## src/design/adcfce_pkg.sv

```systemverilog
`default_nettype none

package adcfce_pkg;

    // frame parser phases
    typedef enum logic [1:0] {
        PH_HUNT    = 2'd0,
        PH_HEADER  = 2'd1,
        PH_LENGTH  = 2'd2,
        PH_PAYLOAD = 2'd3
    } phase_t;

    localparam logic [31:0] SYNC_WORD      = 32'hFFFF_FFFF;
    localparam int          WORD_W         = 32;
    localparam int          SAMPLE_W       = 24;
    localparam int          CHAN_W         = 8;
    localparam logic [7:0]  CHAN_ID_RESET  = 8'hEA;

endpackage : adcfce_pkg

`default_nettype wire

```

## src/design/adc_frame_channel_extractor.sv

```systemverilog
`default_nettype none

// ADC frame channel extractor
// Takes one 32-bit record word per transaction on the s_ stream channel,
// hunts for the sync word (all ones), skips the header word, reads the
// frame length in bytes and then walks floor(length/4) payload words.
// Payload words whose top byte equals the channel id give out their low
// 24 bits as a signed sample on the m_ stream channel. Frames with the
// header top bit set, or a length above MAX_FRAME_BYTES or below four,
// are dropped and the parser goes back to hunting.
// The channel id is written through the cfg_ channel; it is always ready
// and should only be changed while no words are in flight.
// Throughput is one word per cycle while the receiver keeps up: the parse
// step is a compare and a counter update between the input register and
// the result register, and a word passes through both on the way to its sample.
// When the receiver stalls, the result register holds and the input
// register fills, after which s_tready drops until a sample is taken.
// Reset clears both registers, returns the parser to hunting with no
// payload words pending and sets the channel id to 0xEA.
module adc_frame_channel_extractor
    import adcfce_pkg::*;
#(
    parameter int MAX_FRAME_BYTES = 1500
)
(
    input  wire logic                       clk,
    input  wire logic                       rst_n,
    // input stream
    input  wire logic                       s_tvalid,
    output logic                            s_tready,
    input  wire logic [WORD_W-1:0]          s_tdata,   // [31:0] stream_word
    // output stream
    output logic                            m_tvalid,
    input  wire logic                       m_tready,
    output logic signed [SAMPLE_W-1:0]      m_tdata,   // [23:0] sample
    // configuration
    input  wire logic                       cfg_valid,
    output logic                            cfg_ready,
    input  wire logic [CHAN_W-1:0]          cfg_data   // [7:0] channel_id
);

    localparam int MAX_WORDS = MAX_FRAME_BYTES / 4;
    localparam int WL_W      = $clog2(MAX_WORDS + 1);

    logic                    in_valid_reg;
    logic [WORD_W-1:0]       in_word_reg;
    logic                    out_valid_reg;
    logic [SAMPLE_W-1:0]     out_sample_reg;
    logic [CHAN_W-1:0]       chan_id_reg;
    phase_t                  phase_reg;
    phase_t                  phase_next;
    logic [WL_W-1:0]         words_left_reg;
    logic [WL_W-1:0]         words_left_next;
    logic [WL_W-1:0]         words_dec;
    logic                    out_free;
    logic                    advance;
    logic                    len_ok;
    logic                    chan_match;
    logic                    hit;

    // handshake
    assign out_free  = !out_valid_reg || m_tready;
    assign advance   = in_valid_reg && out_free;
    assign s_tready  = !in_valid_reg || out_free;
    assign cfg_ready = 1'b1;
    assign m_tvalid  = out_valid_reg;
    assign m_tdata   = signed'(out_sample_reg);

    // decode of the word in the input register
    assign len_ok     = (in_word_reg <= WORD_W'(MAX_FRAME_BYTES))
                        && (in_word_reg[WORD_W-1:2] != '0);
    assign chan_match = (in_word_reg[WORD_W-1:SAMPLE_W] == chan_id_reg);
    assign words_dec  = (words_left_reg != '0) ? words_left_reg - WL_W'(1)
                                                : words_left_reg;
    assign hit        = advance && (phase_reg == PH_PAYLOAD) && chan_match;

    // next phase
    always_comb
    begin
        phase_next = phase_reg;
        if (advance)
        begin
            unique case (phase_reg)
                PH_HUNT:
                begin
                    if (in_word_reg == SYNC_WORD)
                        phase_next = PH_HEADER;
                end
                PH_HEADER:
                begin
                    phase_next = in_word_reg[WORD_W-1] ? PH_HUNT : PH_LENGTH;
                end
                PH_LENGTH:
                begin
                    phase_next = len_ok ? PH_PAYLOAD : PH_HUNT;
                end
                PH_PAYLOAD:
                begin
                    if (words_dec == '0)
                        phase_next = PH_HUNT;
                end
                default:
                begin
                    phase_next = PH_HUNT;
                end
            endcase
        end
    end

    // payload word counter
    always_comb
    begin
        words_left_next = words_left_reg;
        if (advance)
        begin
            unique case (phase_reg)
                PH_LENGTH:
                begin
                    words_left_next = len_ok ? in_word_reg[WL_W+1:2] : '0;
                end
                PH_PAYLOAD:
                begin
                    words_left_next = words_dec;
                end
                default:
                begin
                    words_left_next = words_left_reg;
                end
            endcase
        end
    end

    // input register
    always_ff @(posedge clk or negedge rst_n)
    begin
        if (!rst_n)
        begin
            in_valid_reg <= 1'b0;
        end
        else if (s_tready)
        begin
            in_valid_reg <= s_tvalid;
        end
    end

    always_ff @(posedge clk)
    begin
        if (s_tvalid && s_tready)
            in_word_reg <= s_tdata;
    end

    // parser state and channel id
    always_ff @(posedge clk or negedge rst_n)
    begin
        if (!rst_n)
        begin
            phase_reg      <= PH_HUNT;
            words_left_reg <= '0;
            chan_id_reg    <= CHAN_ID_RESET;
        end
        else
        begin
            phase_reg      <= phase_next;
            words_left_reg <= words_left_next;
            if (cfg_valid && cfg_ready)
                chan_id_reg <= cfg_data;
        end
    end

    // result register
    always_ff @(posedge clk or negedge rst_n)
    begin
        if (!rst_n)
        begin
            out_valid_reg <= 1'b0;
        end
        else if (out_free)
        begin
            out_valid_reg <= hit;
        end
    end

    always_ff @(posedge clk)
    begin
        if (hit)
            out_sample_reg <= in_word_reg[SAMPLE_W-1:0];
    end

`ifndef NO_ASSERTIONS
    // payload phase always has words pending
    a_payload_count: assert property (@(posedge clk) disable iff (!rst_n)
        (phase_reg == PH_PAYLOAD) |-> (words_left_reg != '0))
        else $error("payload phase with no words left");

    // counter idle outside payload
    a_idle_count: assert property (@(posedge clk) disable iff (!rst_n)
        (phase_reg != PH_PAYLOAD) |-> (words_left_reg == '0))
        else $error("words pending outside payload phase");

    // a free result slot only fills from a matching payload word
    a_no_stray: assert property (@(posedge clk) disable iff (!rst_n)
        (out_free && !hit) |=> !m_tvalid)
        else $error("sample produced without a matching payload word");

    // each payload word consumes one count
    a_count_step: assert property (@(posedge clk) disable iff (!rst_n)
        (advance && (phase_reg == PH_PAYLOAD))
        |=> (words_left_reg == $past(words_left_reg) - WL_W'(1)))
        else $error("payload counter did not step");
`endif

endmodule : adc_frame_channel_extractor

`default_nettype wire

```

## config.mk

```make
export PLATFORM = sky130hd
export DESIGN_NAME = adc_frame_channel_extractor
export DESIGN_NICKNAME = d
export VERILOG_FILES = /design/src/design/adcfce_pkg.sv /design/src/design/adc_frame_channel_extractor.sv
export SDC_FILE = /design/constraint.sdc
export NUM_CORES = 1
export LEC_CHECK = 0
export ABC_AREA = 1
export BUFFER_PORTS_ARGS = -buffer_cell sky130_fd_sc_hd__buf_2
export CAP_MARGIN = 15
export CORE_UTILIZATION = 40
export CTS_CLUSTER_DIAMETER = 50
export DETAILED_ROUTE_END_ITERATION = 6
export SETUP_SLACK_MARGIN = 0.15
export SLEW_MARGIN = 20
export SYNTH_ARGS = -nofsm -noshare
export SYNTH_HDL_FRONTEND = slang
export SYNTH_SLANG_ARGS = --single-unit
```

## constraint.sdc

```tcl
create_clock -name clk -period 3.6 [get_ports clk]
set_input_delay 0.54 -clock clk [delete_from_list [all_inputs] [get_ports clk]]
set_output_delay 0.54 -clock clk [all_outputs]
set_load 0.005 [all_outputs]
```

; ---- After elaboration in Yosys (flattened, before gate mapping)
; Cells that the tools add are included.
[totals]
elab_cells = 40
output_inout_bits = 27
register_bits = 77
[classes]
add_sub_neg = 1
n_lt_le_gt_ge = 1
n_reduce_logical = 16
mux = 8
n_eq_ne = 7
[ops]
columns = op, count
row1 = 32-bit equality test (second input constant), 1
row2 = 32-bit by 11-bit <= comparator with 1-bit output (second input constant), 1
row3 = 30-bit nonzero test, 1
row4 = 9-bit two-way mux, 2
row5 = 9-bit one-hot mux with 2 select lines, 1
row6 = 9-bit zero test, 1
row7 = 9-bit nonzero test, 1
row8 = 9-bit by 1-bit subtractor with 9-bit output (second input constant), 1
row9 = 8-bit equality test, 1
row10 = 2-bit two-way mux, 4
row11 = 2-bit one-hot mux with 4 select lines, 1
row12 = 1-bit logical AND, 5
row13 = 2-bit equality test (second input constant), 2
row14 = 3-bit AND reduction, 1
row15 = 2-bit by 1-bit equality test with 1-bit output (second input constant), 1
row16 = 1-bit zero test, 2
row17 = 2-bit zero test, 1
row18 = 1-bit logical OR, 2
row19 = 2-bit by 1-bit inequality test with 1-bit output (second input constant), 1
row20 = 2-bit inequality test (second input constant), 1
row21 = 2-bit AND reduction, 1
row22 = 2-bit nonzero test, 1

; ---- Longest topological paths before layout
[logic_depth]
depth_word = 5
ltp_mapped = 14

; ---- Worst setup path after synthesis
; OpenSTA, ideal clock, no wires.
[synth_path]
path_kind = input port to flip-flop
startpoint = in m_tready
endpoint = reg out_sample_reg[0], in the netlist m_tdata[0], enable pin
cell_stages = 5
t_required_ps = 3195
arrival_ps = 2313
path_slack_ps = 882
cell_sequence = nor2_1 inv_1 nand2_1 or4_1 nor2_1
[synth_via]
elab_chain_len = 4
[synth_rtl]
columns = element, line_no
row1 = "start, declared", adc_frame_channel_extractor.sv:34  ; input wire logic m_tready,
row2 = 1-bit logical OR, adc_frame_channel_extractor.sv:62  ; assign out_free = !out_valid_reg || m_tready;
row3 = 1-bit logical AND, adc_frame_channel_extractor.sv:63  ; assign advance = in_valid_reg && out_free;
row4 = 1-bit logical AND (2 in a row), adc_frame_channel_extractor.sv:75  ; assign hit = advance && (phase_reg == PH_PAYLOAD) && chan_match;
row5 = net hit, adc_frame_channel_extractor.sv:59  ; logic hit;
row6 = "end signal, assigned", adc_frame_channel_extractor.sv:186  ; out_sample_reg <= in_word_reg[SAMPLE_W-1:0];
row7 = "end, declared", adc_frame_channel_extractor.sv:48  ; logic [SAMPLE_W-1:0] out_sample_reg;
; The timed path passes the listed nets, and every way through them passes these cells.
; A chain may end at the register's enable or synchronous reset.

; ---- Worst setup path in the final report
[layout_path]
startpoint = reg phase_reg[0]
endpoint = reg out_sample_reg[2], in the netlist m_tdata[2], enable pin
[layout_via]
elab_chain_len = 3
[layout_rtl]
columns = element, line_no
row1 = "start, declared", adc_frame_channel_extractor.sv:50  ; phase_t phase_reg;
row2 = "start signal, assigned", adc_frame_channel_extractor.sv:163  ; phase_reg <= phase_next;
row3 = 2-bit equality test, adc_frame_channel_extractor.sv:75
row4 = 1-bit logical AND (2 in a row), adc_frame_channel_extractor.sv:75
row5 = net hit, adc_frame_channel_extractor.sv:59
; The timed path passes the listed nets, and every way through them passes these cells.

==> impl_metrics.yaml <==
timing:
  relSlewSlack_pct: 66.6
  max_freq_mhz: 449
  tns_ps: 0
  finalSetupViolCount: 0
  hold_viol_final: 0
  tightest_slew_ps: 501
  worst_hold_slack_ps: 140
  fin_worst_skew_ps: 13.9
  maxSlewViolCount: 0
  period_share_pct: 61.8
  post-route-min-period_ps: 2220
  rsz0062_at_grt: "false"
die:
  initial_core_util_pct: 42.0
  rows: 33
  core_um2: 8380
  die_w_um: 95.8
  io_pins: 72
  dieArea_um2: 9170
  dieHeight_um: 95.8
synthesis:
  syn_inst: 345
  synth_cell_types: 35
  synth_warnings: 0
  seq_area_frac_synth_pct: 62.9
  synth_area_per_cell_um2: 10.2
  synth_area_um2: 3520
  ys_ff_latch: 77
  synth_nets: 391
layout:
  largest_reg_flops: 32
  layout.cells.most_common: "nand2_1"
  final_area_um2: 4210
  antenna_cells: 0
  finalNonFillerCells: 535
  drive_gt1_share_pct: 27.7
  area_growth_pct: 19.5
  final_nets: 471
  postLayoutCoreUtil_pct: 50.2
  final_cell_mix: "nand2_1 (78), buf_2 (70), edfxtp_1 (56)"
power:
  irDropWorstVdd_uv: 227
  netSwitchingPower_mw: 0.425
  power_frac_seq_pct: 57.1
  switching_share_pct: 23.7
  p_per_area_nw_per_um2: 427
  cellLeakagePower_nw: 1.76
  pwr-share-clk_pct: 37.0
  combinationalPowerShare_pct: 6.0
  p_int_mw: 1.37
routing:
  drc: 0
  routedLengthMet1_um: 3310
  wire_per_inst_um: 13.4
  vias_per_cell: 4.85
  wirelength_um: 7170
  wl_met3_um: 394
  top_layer: "met4"
  final_antenna_net_count: 0
  drt-pass1-iter-count: 5
  first_iter_violations: 128
  wl_met2_um: 3390
  vias: 2597
placed_design:
  place_inst: 519
  dp_hpwl_um: 5230
  gp_congestion: 0.822
  dpl_cell_area_um2: 4000
  portBuffers: 70
cts:
  cts.path.max_buffers: 2
  clk_latency_ps: 360
  cts_tree: "built"
  ctsHoldBuffers: 0
  clkTransAtPathRegs_ps: 90
  postCtsResizedCells: 0
  cts_setup_buffers: 0
  cts_root_buf: "clkbuf_8"
  cts_htree_levels: 3
  numCtsBuffers: 9
  clock-sinks: 77
global_route:
  grt.total_usage_pct: 17.1
  grt_max_degree: 33
  antenna_found_initial: 0
  grt_pass1_vias: 2461
  grt_pass1_wl_um: 11500
  gr-total-overflow: 0
hold_path:
  hold_class: "input port to async pin"
worst_setup_path:
  critPathMaxFanout: 24
  crit_arrival_ps: 2250
  worstSetupStartpoint: "phase_reg[0]"
  startpoint_type: "flip-flop"
  rrSetupSlack_ps: 1380
  cp-end-kind: "flip-flop"
  worst-setup-path-type: "flip-flop to flip-flop"
  rr_worst_depth: 7
  timing.rr.start: "phase_reg[0]"
  required_ps: 3620
  rr_endpoint: "m_tdata[2]"
  cp-endpoint: "m_tdata[2]"
outcome:
  status: "completed"
job:
  drv_cap: 0
## worst min-delay path by stage
stage / startpoint / to / slack [ps] / cells after the start
finish: rst_n / words_left_reg[1] / 140 / 1
global route: rst_n / chan_id_reg[0] / 170 / 1
CTS: rst_n / chan_id_reg[0] / 150 / 1
detailed placement: in_word_reg[14] / m_tdata[14] / 460 / 0
global placement: in_word_reg[14] / m_tdata[14] / 430 / 0
floorplan: rst_n / chan_id_reg[0] / 240 / 0
## worst max-delay path, cell delays in order (launching register included)
cell      delay (ps)
dfrtp_1          450
nand2_1          350
inv_2            200
o21ai_1           80
a221oi_1         210
nand3_1          150
nor2_2           140
buf_4            310
## synth_stat cells, drive strengths merged
cell | n | share of area, %
nor3b | 1 | 0.21
o21a | 7 | 1.5
ha | 1 | 0.36
dfrtp | 16 | 11
a21oi | 5 | 1.1
or2 | 4 | 0.71
clkinv | 1 | 0.11
dfstp | 5 | 3.7
nand4 | 7 | 1.2
o21ai | 20 | 2.8
nor3 | 8 | 1.3
a221oi | 2 | 0.50
inv | 38 | 4.1
nor2 | 52 | 6.3
a21o | 1 | 0.21
conb | 1 | 0.11
clkbuf | 2 | 0.21
nand3b | 2 | 0.43
buf | 1 | 0.21
nor4 | 2 | 0.36
o22ai | 3 | 0.53
or4 | 1 | 0.21
edfxtp | 56 | 48
mux2 | 3 | 0.96
xor2 | 5 | 1.2
nand2 | 81 | 8.9
nand3 | 20 | 3.6
## power groups by stage
stage	clock network, mW	logic (mW)	registers, mW
after floorplan	0	0.0651	1.03
after global placement	0	0.106	1.04
after detailed placement	0	0.109	1.04
after CTS	0.685	0.109	1.02
after global routing	0.723	0.124	1.03
final	0.663	0.107	1.02
## metal layers
layer	track usage (%)	up-vias
met3	4.66	8
li1	-	1324
met5	0	-
met2	26.8	74
met4	7.21	0
met1	22.3	1191
## stage by stage
stage	power, mW	setup WS [ps]
finish	1.79	1380
global route	1.88	1120
CTS	1.82	1360
detailed placement	1.15	1400
global placement	1.15	1430
floorplan	1.10	882
## final cells by class
class / count / area (µm²)
Inverter: 39 / 146
Multi-Input combinational cell: 226 / 1150
Timing Repair Buffer: 72 / 365
Tap cell: 105 / 131
Clock inverter: 7 / 78.8
Fill cell: 783 / 4180
Sequential cell: 77 / 2210
Clock buffer: 9 / 124
## kinds of logic (layout without fill, tap and decap cells)
family                   Yosys count  count (layout)  synth area share [%]
AND/OR/NAND/NOR                  178             178                  23.1
flip-flops                        77              77                  62.9
buffers and inverters             42             127                  4.59
AO/OA/AOI/OAI                     38              38                  6.72
XOR/XNOR                           5               5                  1.24
multiplexers                       3               3                 0.960
adder cells (fa/ha/maj)            1               1                 0.356
other                              1               1                 0.107
Note: power is estimated with default switching activity, not from simulation.
